**src/rtl/lrupr_pkg.sv**
```systemverilog
// Shared constants, types and bus layouts of the LRU page replacement block.
`default_nettype none

package lrupr_pkg;

   localparam int MAX_FRAMES = 16;
   localparam int PAGE_BITS  = 20;
   localparam int IDX_W      = (MAX_FRAMES > 1) ? $clog2(MAX_FRAMES) : 1;
   localparam int OCC_W      = $clog2(MAX_FRAMES + 1);
   localparam int CNT_W      = 16;
   localparam int CFG_W      = 5;

   localparam logic [CFG_W-1:0] CFG_RESET = CFG_W'(4);
   localparam logic [CNT_W-1:0] COUNT_MAX = {CNT_W{1'b1}};
   localparam logic [IDX_W-1:0] LAST_IDX  = IDX_W'(MAX_FRAMES - 1);

   // Request tdata: page number, zero filled to whole bytes.
   localparam int REQ_TDATA_W = ((PAGE_BITS + 7) / 8) * 8;

   // Response tdata layout, lowest bit first.
   localparam int RSP_FAULT_BIT = 0;
   localparam int RSP_EVV_BIT   = 1;
   localparam int RSP_EVP_LSB   = 2;
   localparam int RSP_CNT_LSB   = RSP_EVP_LSB + PAGE_BITS;
   localparam int RSP_USED_W    = RSP_CNT_LSB + CNT_W;
   localparam int RSP_TDATA_W   = ((RSP_USED_W + 7) / 8) * 8;

   typedef logic [PAGE_BITS-1:0] page_type;
   typedef logic [IDX_W-1:0]     idx_type;
   typedef logic [IDX_W-1:0]     rank_type;

   typedef struct packed {
      logic    load;
      logic    scan;
      idx_type scan_idx;
      logic    commit;
   } ctrl_cmd_type;

   typedef struct packed {
      logic out_free;
   } dp_status_type;

endpackage

`default_nettype wire

```
**src/rtl/lru_page_replacement.sv**
```systemverilog
// Top level of the fully associative LRU page replacement tracker.
//
//   channel | direction | tdata (low bit first)                         | tlast
//   --------+-----------+-----------------------------------------------+--------------------
//   req_    | in        | page_number[19:0], zero fill to 24 bits       | last_reference
//   rsp_    | out       | page_fault, evicted_valid, evicted_page[19:0],| sequence_done
//           |           | fault_count[15:0], zero fill to 40 bits       |
//   csr_    | in        | frames_in_use[4:0] on csr_wr_data             | -
//
// Each transaction is accepted, then walks all the frames one per cycle through the single
// read port of the page store, and then commits its update.
// The next transaction is accepted as soon as the update is done, even while the
// previous result still waits in the output register.
// The update cycle stalls only while the output register holds an untaken result.
// Reset is synchronous: all frames empty, fault count zero, limit four frames;
// the block accepts in the first cycle after reset falls.
`default_nettype none

module lru_page_replacement (
   input  logic                              clock,
   input  logic                              reset,
   // request: tdata = page_number[19:0], zeros above; tlast = last_reference
   input  logic                              req_tvalid,
   output logic                              req_tready,
   input  logic [lrupr_pkg::REQ_TDATA_W-1:0] req_tdata,
   input  logic                              req_tlast,
   // configuration: frames_in_use
   input  logic                              csr_wr_en,
   input  logic [lrupr_pkg::CFG_W-1:0]       csr_wr_data,
   // response: tdata = page_fault, evicted_valid, evicted_page[19:0],
   //           fault_count[15:0], zeros above; tlast = sequence_done
   output logic                              rsp_tvalid,
   input  logic                              rsp_tready,
   output logic [lrupr_pkg::RSP_TDATA_W-1:0] rsp_tdata,
   output logic                              rsp_tlast
);
   import lrupr_pkg::*;

   ctrl_cmd_type  cmd;
   dp_status_type status;

   // sequencer: accept a transaction, walk the frames, commit the update
   lrupr_ctrl u_ctrl (
      .clock      (clock),
      .reset      (reset),
      .req_tvalid (req_tvalid),
      .req_tready (req_tready),
      .status     (status),
      .cmd        (cmd)
   );

   // frame store, LRU ranks, fault counter and result register
   lrupr_dpath u_dpath (
      .clock       (clock),
      .reset       (reset),
      .cmd         (cmd),
      .status      (status),
      .req_tdata   (req_tdata),
      .req_tlast   (req_tlast),
      .csr_wr_en   (csr_wr_en),
      .csr_wr_data (csr_wr_data),
      .rsp_tvalid  (rsp_tvalid),
      .rsp_tready  (rsp_tready),
      .rsp_tdata   (rsp_tdata),
      .rsp_tlast   (rsp_tlast)
   );

endmodule

`default_nettype wire

```
**src/rtl/lrupr_ctrl.sv**
```systemverilog
// Sequencer of the LRU page replacement block: accept, frame scan, update.
`default_nettype none

module lrupr_ctrl (
   input  logic                    clock,
   input  logic                    reset,
   input  logic                    req_tvalid,
   output logic                    req_tready,
   input  lrupr_pkg::dp_status_type status,
   output lrupr_pkg::ctrl_cmd_type  cmd
);
   import lrupr_pkg::*;

   localparam logic [1:0] ST_IDLE   = 2'd0;
   localparam logic [1:0] ST_SCAN   = 2'd1;
   localparam logic [1:0] ST_UPDATE = 2'd2;

   logic [1:0] state_ff, state_in;
   idx_type    idx_ff, idx_in;

   always_comb begin
      state_in     = state_ff;
      idx_in       = idx_ff;
      req_tready   = 1'b0;
      cmd          = '0;
      cmd.scan_idx = idx_ff;
      case (state_ff)
         ST_IDLE: begin
            // refuse transactions while reset is held
            req_tready = !reset;
            if (req_tvalid && !reset) begin
               cmd.load = 1'b1;
               idx_in   = '0;
               state_in = ST_SCAN;
            end
         end
         ST_SCAN: begin
            cmd.scan = 1'b1;
            if (idx_ff == LAST_IDX) begin
               state_in = ST_UPDATE;
            end else begin
               idx_in = idx_ff + 1'b1;
            end
         end
         ST_UPDATE: begin
            // hold until the result register can take the new transaction
            if (status.out_free) begin
               cmd.commit = 1'b1;
               state_in   = ST_IDLE;
            end
         end
         default: begin
            state_in = ST_IDLE;
         end
      endcase
   end

   always_ff @(posedge clock) begin
      if (reset) begin
         state_ff <= ST_IDLE;
         idx_ff   <= '0;
      end else begin
         state_ff <= state_in;
         idx_ff   <= idx_in;
      end
   end

endmodule

`default_nettype wire

```
**src/rtl/lrupr_dpath.sv**
```systemverilog
// Datapath of the LRU page replacement block: frame store, scan, update, result.
`default_nettype none

module lrupr_dpath (
   input  logic                                  clock,
   input  logic                                  reset,
   input  lrupr_pkg::ctrl_cmd_type                cmd,
   output lrupr_pkg::dp_status_type               status,
   input  logic [lrupr_pkg::REQ_TDATA_W-1:0]     req_tdata,
   input  logic                                  req_tlast,
   input  logic                                  csr_wr_en,
   input  logic [lrupr_pkg::CFG_W-1:0]           csr_wr_data,
   output logic                                  rsp_tvalid,
   input  logic                                  rsp_tready,
   output logic [lrupr_pkg::RSP_TDATA_W-1:0]     rsp_tdata,
   output logic                                  rsp_tlast
);
   import lrupr_pkg::*;

   // configuration
   logic [CFG_W-1:0] cfg_ff;
   logic [OCC_W-1:0] limit;

   // current transaction
   page_type page_ff;
   logic     last_ff;

   // frame store
   page_type                page_mem [MAX_FRAMES];
   page_type                rd_data_ff;
   idx_type                 rd_addr;
   logic [MAX_FRAMES-1:0]   valid_ff, valid_in;
   rank_type                rank_ff [MAX_FRAMES];
   rank_type                rank_in [MAX_FRAMES];

   // scan results
   logic [OCC_W-1:0] occ_ff, occ_in;
   logic             hit_ff, hit_in;
   idx_type          hit_idx_ff, hit_idx_in;
   rank_type         hit_rank_ff, hit_rank_in;
   logic             vic_ff, vic_in;
   idx_type          vic_idx_ff, vic_idx_in;
   rank_type         vic_rank_ff, vic_rank_in;
   page_type         vic_page_ff, vic_page_in;
   logic             free_ff, free_in;
   idx_type          free_idx_ff, free_idx_in;

   // update
   logic             fill;
   idx_type          slot;
   logic [CNT_W-1:0] count_ff, count_in, count_next;

   // result register
   logic                   out_valid_ff, out_valid_in;
   logic [RSP_TDATA_W-1:0] out_data_ff, out_data_in;
   logic                   out_last_ff, out_last_in;

   // zero acts as one frame, anything above the store depth as the full store
   always_comb begin
      if (cfg_ff == '0) begin
         limit = OCC_W'(1);
      end else if (int'(cfg_ff) > MAX_FRAMES) begin
         limit = OCC_W'(MAX_FRAMES);
      end else begin
         limit = OCC_W'(cfg_ff);
      end
   end

   // prefetch the next frame so its page is ready in the following cycle
   always_comb begin
      rd_addr = '0;
      if (cmd.scan && (cmd.scan_idx != LAST_IDX)) begin
         rd_addr = cmd.scan_idx + 1'b1;
      end
   end

   always_comb begin
      occ_in      = occ_ff;
      hit_in      = hit_ff;
      hit_idx_in  = hit_idx_ff;
      hit_rank_in = hit_rank_ff;
      vic_in      = vic_ff;
      vic_idx_in  = vic_idx_ff;
      vic_rank_in = vic_rank_ff;
      vic_page_in = vic_page_ff;
      free_in     = free_ff;
      free_idx_in = free_idx_ff;
      if (cmd.load) begin
         occ_in  = '0;
         hit_in  = 1'b0;
         vic_in  = 1'b0;
         free_in = 1'b0;
      end else if (cmd.scan) begin
         if (valid_ff[cmd.scan_idx]) begin
            occ_in = occ_ff + 1'b1;
            if ((rd_data_ff == page_ff) && !hit_ff) begin
               hit_in      = 1'b1;
               hit_idx_in  = cmd.scan_idx;
               hit_rank_in = rank_ff[cmd.scan_idx];
            end
            if (!vic_ff || (rank_ff[cmd.scan_idx] > vic_rank_ff)) begin
               vic_in      = 1'b1;
               vic_idx_in  = cmd.scan_idx;
               vic_rank_in = rank_ff[cmd.scan_idx];
               vic_page_in = rd_data_ff;
            end
         end else if (!free_ff) begin
            free_in     = 1'b1;
            free_idx_in = cmd.scan_idx;
         end
      end
   end

   always_comb begin
      fill = (occ_ff < limit) && free_ff;
      if (hit_ff) begin
         slot = hit_idx_ff;
      end else if (fill) begin
         slot = free_idx_ff;
      end else begin
         slot = vic_idx_ff;
      end
   end

   always_comb begin
      valid_in = valid_ff;
      for (int i = 0; i < MAX_FRAMES; i++) begin
         rank_in[i] = rank_ff[i];
         if (cmd.commit) begin
            if (last_ff) begin
               valid_in[i] = 1'b0;
               rank_in[i]  = '0;
            end else if (hit_ff) begin
               if (valid_ff[i] && (rank_ff[i] < hit_rank_ff)) begin
                  rank_in[i] = rank_ff[i] + 1'b1;
               end
               if (IDX_W'(i) == slot) begin
                  rank_in[i] = '0;
               end
            end else begin
               if (valid_ff[i] && (IDX_W'(i) != slot)) begin
                  rank_in[i] = rank_ff[i] + 1'b1;
               end
               if (IDX_W'(i) == slot) begin
                  valid_in[i] = 1'b1;
                  rank_in[i]  = '0;
               end
            end
         end
      end
   end

   always_comb begin
      count_next = count_ff;
      if (!hit_ff && (count_ff != COUNT_MAX)) begin
         count_next = count_ff + 1'b1;
      end
      count_in = count_ff;
      if (cmd.commit) begin
         count_in = last_ff ? '0 : count_next;
      end
   end

   always_comb begin
      out_data_in                                   = '0;
      out_data_in[RSP_FAULT_BIT]                    = !hit_ff;
      out_data_in[RSP_EVV_BIT]                      = !hit_ff && !fill;
      out_data_in[RSP_EVP_LSB +: PAGE_BITS]         = (!hit_ff && !fill) ? vic_page_ff : '0;
      out_data_in[RSP_CNT_LSB +: CNT_W]             = count_next;
      out_last_in                                   = last_ff;
      out_valid_in                                  = out_valid_ff && !rsp_tready;
      if (cmd.commit) begin
         out_valid_in = 1'b1;
      end
   end

   assign status.out_free = !out_valid_ff || rsp_tready;
   assign rsp_tvalid      = out_valid_ff;
   assign rsp_tdata       = out_data_ff;
   assign rsp_tlast       = out_last_ff;

   always_ff @(posedge clock) begin
      if (cmd.commit && !hit_ff) begin
         page_mem[slot] <= page_ff;
      end
      rd_data_ff <= page_mem[rd_addr];
   end

   always_ff @(posedge clock) begin
      if (cmd.load) begin
         page_ff <= req_tdata[PAGE_BITS-1:0];
         last_ff <= req_tlast;
      end
      occ_ff      <= occ_in;
      hit_ff      <= hit_in;
      hit_idx_ff  <= hit_idx_in;
      hit_rank_ff <= hit_rank_in;
      vic_ff      <= vic_in;
      vic_idx_ff  <= vic_idx_in;
      vic_rank_ff <= vic_rank_in;
      vic_page_ff <= vic_page_in;
      free_ff     <= free_in;
      free_idx_ff <= free_idx_in;
      if (cmd.commit) begin
         out_data_ff <= out_data_in;
         out_last_ff <= out_last_in;
      end
   end

   always_ff @(posedge clock) begin
      if (reset) begin
         cfg_ff       <= CFG_RESET;
         valid_ff     <= '0;
         count_ff     <= '0;
         out_valid_ff <= 1'b0;
         for (int i = 0; i < MAX_FRAMES; i++) begin
            rank_ff[i] <= '0;
         end
      end else begin
         if (csr_wr_en) begin
            cfg_ff <= csr_wr_data;
         end
         valid_ff     <= valid_in;
         count_ff     <= count_in;
         out_valid_ff <= out_valid_in;
         for (int i = 0; i < MAX_FRAMES; i++) begin
            rank_ff[i] <= rank_in[i];
         end
      end
   end

endmodule

`default_nettype wire

```
**config.mk**
```make
export PLATFORM = sky130hd
export DESIGN_NAME = lru_page_replacement
export DESIGN_NICKNAME = d
export VERILOG_FILES = /design/src/rtl/lrupr_pkg.sv /design/src/rtl/lru_page_replacement.sv /design/src/rtl/lrupr_ctrl.sv /design/src/rtl/lrupr_dpath.sv
export SDC_FILE = /design/constraint.sdc
export NUM_CORES = 1
export LEC_CHECK = 0
export BUFFER_PORTS_ARGS = -buffer_cell sky130_fd_sc_hd__buf_2
export CAP_MARGIN = 25
export CORE_MARGIN = 1.5
export CORE_UTILIZATION = 40
export DETAILED_ROUTE_END_ITERATION = 10
export HOLD_SLACK_MARGIN = 0.08
export PLACE_DENSITY_LB_ADDON = 0.08
export SKIP_LAST_GASP = 1
export SYNTH_ARGS = -nofsm -noshare
export SYNTH_HDL_FRONTEND = slang
export SYNTH_HIERARCHICAL = 1
export SYNTH_SLANG_ARGS = --single-unit
export TNS_END_PERCENT = 20
```
**constraint.sdc**
```tcl
create_clock -name clock -period 11 [get_ports clock]
set_clock_uncertainty 0.2 [all_clocks]
set_input_delay 0.55 -clock clock [delete_from_list [all_inputs] [get_ports clock]]
set_output_delay 0.55 -clock clock [all_outputs]
set_load 0.01 [all_outputs]
```
==> flow_metrics.env, run 1 <==
export IMPL_outcome="complete, no violations"
export IMPL_cts_tree="yes"
export IMPL_synth_cell_types=78
export IMPL_clk_latency_ns=0.63
export IMPL_synthMuxAreaShare_pct=8.87
export IMPL_netlist_top_cells_area="edfxtp_1 (52%), dfxtp_1 (11%), mux4_2 (6.4%)"
export IMPL_syn_inst=1702
export IMPL_p_leak_nw=9.75
export IMPL_drtIter0Drc=966
export IMPL_grt_pass1_wl_um=95100
export IMPL_holdCritPathClass="input port to register"
export IMPL_crit_start="u_ctrl/idx_ff[0]"
export IMPL_post_synth_most_frequent_cells="edfxtp_1 (420), dfxtp_1 (136), o21ai_0 (81)"
export IMPL_fin_nets=1924
export IMPL_path_max_fanout=30
export IMPL_async_reset_ff_share_pct=0
export IMPL_fillCellCount=5265
export IMPL_crit_path_end_kind="register"
export IMPL_die_x_um=250
export IMPL_register_area_um2=15300
export IMPL_power_total_mw=4.70
export IMPL_diodes=0
export IMPL_postRouteAntennaNets=0
export IMPL_grt_pass1_vias=14800
export IMPL_root_buffer="clkbuf_16"
export IMPL_multi_input_area_um2=8760
export IMPL_overflow=0
export IMPL_post_dp_cell_area_um2=25900
export IMPL_setup_viol=0
export IMPL_syn_to_final_growth_pct=15.8
export IMPL_cts_resized=0
export IMPL_vias=14900
export IMPL_path_clk_slew_ns=0.06
export IMPL_dpl_hpwl_um=36300
export IMPL_core_area_um2=60400
export IMPL_yosys_area_share_adder_pct=3.89
export IMPL_vdd_drop_max_uv=145
export IMPL_ys_flop_type="edfxtp_1"
export IMPL_drv_slew=0
export IMPL_synth_edff_count=420
export IMPL_crit_arrival_ns=4.51
export IMPL_yosysSeqAreaShare_pct=62.7
export IMPL_drv_cap=0
export IMPL_fin_crit_ns=4.44
export IMPL_power_density_nw_per_um2=166
export IMPL_port_buffers=71
export IMPL_htree_levels=2
export IMPL_antenna_found_initial=1
export IMPL_setup_tns_ns=0
export IMPL_viasPerCell=5.65
export IMPL_cts_setup_buffers=0
export IMPL_synth_top_area_cell="edfxtp_1"
export IMPL_fmaxAchievable_mhz=225
export IMPL_drc=0
export IMPL_ys_seq_elements=556
export IMPL_start_util_pct=40.5
export IMPL_pin_count=78
export IMPL_clock_path_buffers=3
export IMPL_relSlewSlack_pct=31.6
export IMPL_rsz0062_at_grt="no"
export IMPL_tightest_slew_ns=1.03
export IMPL_syn_area_um2=24400
export IMPL_cp_start_kind="register"
export IMPL_synth_xor_area_share_pct=1.47
export IMPL_syn_area_per_cell_um2=14.4
export IMPL_routed_wl_um=62900
export IMPL_synthSimpleGateAreaFrac_pct=8.95
export IMPL_yosys_area_top_type_share_pct=51.6
export IMPL_fin_area_um2=28300
export IMPL_dr_pass1_iters=5
export IMPL_crit_type="register to register"
export IMPL_die_area_um2=62600
export IMPL_cts_buffers=59
export IMPL_row_count=90
export IMPL_gp_congestion=0.793
export IMPL_r2r_start="u_ctrl/idx_ff[0]"
export IMPL_grt_usage_pct=20.1
export IMPL_drive_gt1_share_pct=19.2
export IMPL_yosys_cell_count_top_type="edfxtp_1"
export IMPL_grt_max_degree=85
export IMPL_cts_sink_count=556
export IMPL_wl_per_cell_um=23.8
export IMPL_synth_top_family_by_area="compound AO/OA/AOI/OAI gates"
export IMPL_period_share_pct=40.4
export IMPL_hold_path_startpoint="csr_wr_en"
export IMPL_yosysWarnings=6
export IMPL_die_y_um=250
export IMPL_postCtsHoldBufs=31
export IMPL_finalHoldViolCount=0
export IMPL_critPathRequiredTime_ns=11.06
export IMPL_synth_compound_area_share_pct=12.0
## worst max-delay path: stages, from the launching register on
cell	delay (ns)
dfxtp_2	0.50
buf_4	0.55
mux2i_1	0.20
a221oi_1	0.59
a22oi_1	0.18
nand2_1	0.16
ha_1	0.16
nor2b_1	0.15
o21ai_0	0.10
nand2b_1	0.08
a21oi_1	0.06
a41o_1	0.24
a221oi_4	0.37
buf_4	0.50
## flip-flops by register name (all words and copies together), names as in the netlist
name and count:
u_dpath/rd_data_ff 20, u_dpath/page_ff 20, u_dpath/hit_rank_ff 4, u_dpath/rsp_tlast 1, u_ctrl/idx_ff 4, u_dpath/free_ff 1, u_dpath/count_ff 16, u_dpath/page_mem 320
u_dpath/cfg_ff 5, u_dpath/rank_ff 64, u_dpath/occ_ff 5, u_dpath/last_ff 1, u_dpath/vic_ff 1, u_dpath/free_idx_ff 4, u_dpath/vic_rank_ff 4, u_dpath/valid_ff 16
u_ctrl/state_ff 2, u_dpath/hit_ff 1, u_dpath/hit_idx_ff 4, u_dpath/vic_page_ff 20, u_dpath/rsp_tvalid 1, u_dpath/rsp_tdata 38, u_dpath/vic_idx_ff 4
## cells by family (layout without fill, tap and decap cells)
kind of cell,count (synthesis),in the layout
adder cells (fa/ha/maj),76,76
AND/OR/NAND/NOR,385,385
other,1,2
AO/OA/AOI/OAI,397,397
flip-flops,556,556
XOR/XNOR,41,41
buffers and inverters,117,277
multiplexers,129,129
## through the flow
| step | instances | util, % | worst slack, ns | hold slack (ns) |
|---|---|---|---|---|
| 6_report | 2645 | 46.9 | 6.56 | 0.140 |
| 5_1_grt | 2645 | 46.9 | 6.30 | 0.160 |
| 4_1_cts | 2644 | 46.9 | 6.56 | 0.0850 |
| 3_5_place_dp | 2502 | 42.9 | 6.57 | 0.235 |
| 3_3_place_gp | 2499 | 42.7 | 6.57 | 0.233 |
| 2_1_floorplan | 1703 | - | 5.20 | 0.224 |
## where the power goes
part	switching, mW	total [mW]	internal (mW)
Combinational	0.169	0.277	0.107
Sequential	0.0298	2.30	2.27
Clock	0.854	2.13	1.28
Total	1.05	4.70	3.65
## layout make-up
class / instances / area share, %
tap: 782 / 3.46
timing repair buffer: 145 / 3.73
sequential: 556 / 54.2
multi-input combinational: 1030 / 30.9
inverter: 21 / 0.279
clock inverter: 41 / 1.86
clock buffer: 70 / 5.54
## cells in the final DEF, fill, tap and decap left out, types with 30 or more instances in the layout
cell	instances
nand2_1	77
edfxtp_1	420
nor2_1	53
a21o_1	43
dlygate4sd3_1	31
nand3_1	54
mux2i_1	58
o221ai_1	40
mux4_2	70
o21ai_0	80
buf_4	39
a21oi_1	57
o22ai_1	40
dfxtp_1	135
ha_1	76
buf_2	71
xnor2_1	30
nand2b_1	47
clkbuf_16	60
## layer usage
| metal | share of wire, % | routed length (um) | global-route usage [%] |
|---|---|---|---|
| met5 | 0 | 0 | 0 |
| met4 | 1.9 | 1220 | 4.92 |
| met3 | 3.8 | 2360 | 2.43 |
| met2 | 49 | 30800 | 34.2 |
| met1 | 45 | 28500 | 27.6 |
## path summary, 6_finish.rpt
check,end,slack (ns),cells past startpoint
hold / removal,u_dpath/cfg_ff[3],0.14,3
setup / recovery,u_dpath/vic_page_ff[14],6.56,13
setup reg to reg,u_dpath/vic_page_ff[14],6.56,13
hold reg to reg,u_dpath/vic_page_ff[8],0.25,0
Power figures use the tool's default switching activity.
==> run 2, diff against run 1 <==
==> constraint.sdc (replaced) <==
create_clock -name clock -period 4.2 [get_ports clock]
set_clock_uncertainty 0.2 [all_clocks]
set_input_delay 0.21 -clock clock [delete_from_list [all_inputs] [get_ports clock]]
set_output_delay 0.21 -clock clock [all_outputs]
set_load 0.01 [all_outputs]
==> flow_metrics.env, run 2 (same netlist as run 1, synthesis figures left out) <==
export IMPL_critPathRequiredTime_ns=4.33
export IMPL_finalHoldViolCount=0
export IMPL_path_max_fanout=20
export IMPL_grt_pass1_wl_um=96500
export IMPL_htree_levels=2
export IMPL_instances_no_fill=2693
export IMPL_diodes=0
export IMPL_routed_wl_um=64600
export IMPL_final_cell_mix="edfxtp_1 (420), dfxtp_1 (135), o21ai_0 (80), nand2_1 (77), ha_1 (76)"
export IMPL_gp_congestion=0.815
export IMPL_tightest_slew_ns=1.01
export IMPL_vias=15200
export IMPL_core_area_um2=60400
export IMPL_cp_start_kind="register"
export IMPL_clock_path_buffers=3
export IMPL_crit_type="register to register"
export IMPL_crit_path_end_kind="register"
export IMPL_dr_pass1_iters=5
export IMPL_grt_max_degree=81
export IMPL_largest_register_ffs=320
export IMPL_path_clk_slew_ns=0.06
export IMPL_drv_slew=0
export IMPL_die_area_um2=62600
export IMPL_grt_pass1_vias=15200
export IMPL_relSlewSlack_pct=32.8
export IMPL_syn_to_final_growth_pct=17.7
export IMPL_drive_gt1_share_pct=20.0
export IMPL_rsz0062_at_grt="no"
export IMPL_clk_latency_ns=0.64
export IMPL_setup_viol=0
export IMPL_outcome="complete, no violations"
export IMPL_cts_buffers=59
export IMPL_pin_count=78
export IMPL_port_buffers=71
export IMPL_placedCellCount=2530
export IMPL_fin_crit_ns=3.73
export IMPL_drtIter0Drc=1080
export IMPL_row_count=90
export IMPL_drv_cap=0
export IMPL_fmaxAchievable_mhz=268
export IMPL_vdd_drop_max_uv=352
export IMPL_viasPerCell=5.65
export IMPL_top_register="u_dpath/page_mem"
export IMPL_holdCritPathClass="input port to register"
export IMPL_fin_nets=1971
export IMPL_drc=0
export IMPL_cts_tree="yes"
export IMPL_wl_per_cell_um=24.0
export IMPL_power_total_mw=12.0
export IMPL_grt_usage_pct=20.5
export IMPL_power_density_nw_per_um2=418
export IMPL_start_util_pct=40.5
export IMPL_period_share_pct=88.8
export IMPL_final_common_cell="edfxtp_1"
export IMPL_p_leak_nw=9.97
export IMPL_cts_resized=0
export IMPL_dpl_hpwl_um=38200
export IMPL_crit_arrival_ns=3.85
export IMPL_die_x_um=250
export IMPL_die_y_um=250
export IMPL_overflow=0
export IMPL_antenna_found_initial=0
export IMPL_cts_setup_buffers=0
export IMPL_cts_sink_count=556
export IMPL_postRouteAntennaNets=0
export IMPL_setup_tns_ns=0
export IMPL_root_buffer="clkbuf_16"
-- run 2: critical path, stage by stage (launching register included) --
cell	delay (ns)
dfxtp_1	0.33
inv_1	0.12
nand2_1	0.07
ha_1	0.31
a21oi_1	0.21
o2111ai_1	0.31
o211a_1	0.37
a221oi_4	0.55
nand2_1	0.24
nor3_2	0.40
buf_12	0.28
-- run 2: cell type report --
| class | count | area, um2 |
|---|---|---|
| Clock inverter | 34 | 382 |
| Fill cell | 5249 | 31600 |
| Tap cell | 782 | 978 |
| Inverter | 21 | 78.8 |
| Clock buffer | 78 | 1580 |
| Multi-Input combinational cell | 1030 | 8750 |
| Timing Repair Buffer | 192 | 1670 |
| Sequential cell | 556 | 15300 |
-- run 2: what timing repair did --
action / CTS / global route
setup endpoints to repair: 0 / 0
hold endpoints to repair: 60 / 0
hold buffers: 51 / 0
-- run 2: per-layer routing --
metal	track usage (%)	up-vias	wire [um]
li1	-	7095	-
met1	27.7	7705	29100
met2	34.7	333	31500
met3	2.99	83	2650
met4	5.56	0	1340
met5	0	-	0
-- run 2: stage by stage --
step                      util (%)  area [um2]  hold slack (ns)  setup WS, ns
after floorplan                  -       24500            0.109       -0.0823
after global placement        43.6       26300            0.187         0.443
after detailed placement      43.6       26300            0.188         0.471
after CTS                     47.7       28800           0.0839         0.453
after global routing          47.7       28800            0.100         0.249
final                         47.7       28800            0.101         0.472
-- run 2: path summary, 6_finish.rpt --
path                                            start                endpoint  slack, ns  cells after the start
worst max-delay path                u_dpath/cfg_ff[4]  u_dpath/page_mem[4][6]       0.47                     10
worst min-delay path                     req_tdata[1]      u_dpath/page_ff[1]       0.10                      2
worst max register to register      u_dpath/cfg_ff[4]  u_dpath/page_mem[4][6]       0.47                     10
worst min register to register  u_dpath/rd_data_ff[8]  u_dpath/vic_page_ff[8]       0.26                      0
-- run 2: power by group --
part | switching (mW) | internal, mW | leakage [nW]
Combinational | 0.444 | 0.309 | 4.15
Clock | 2.23 | 3.03 | 0.958
Sequential | 0.0837 | 5.93 | 4.87
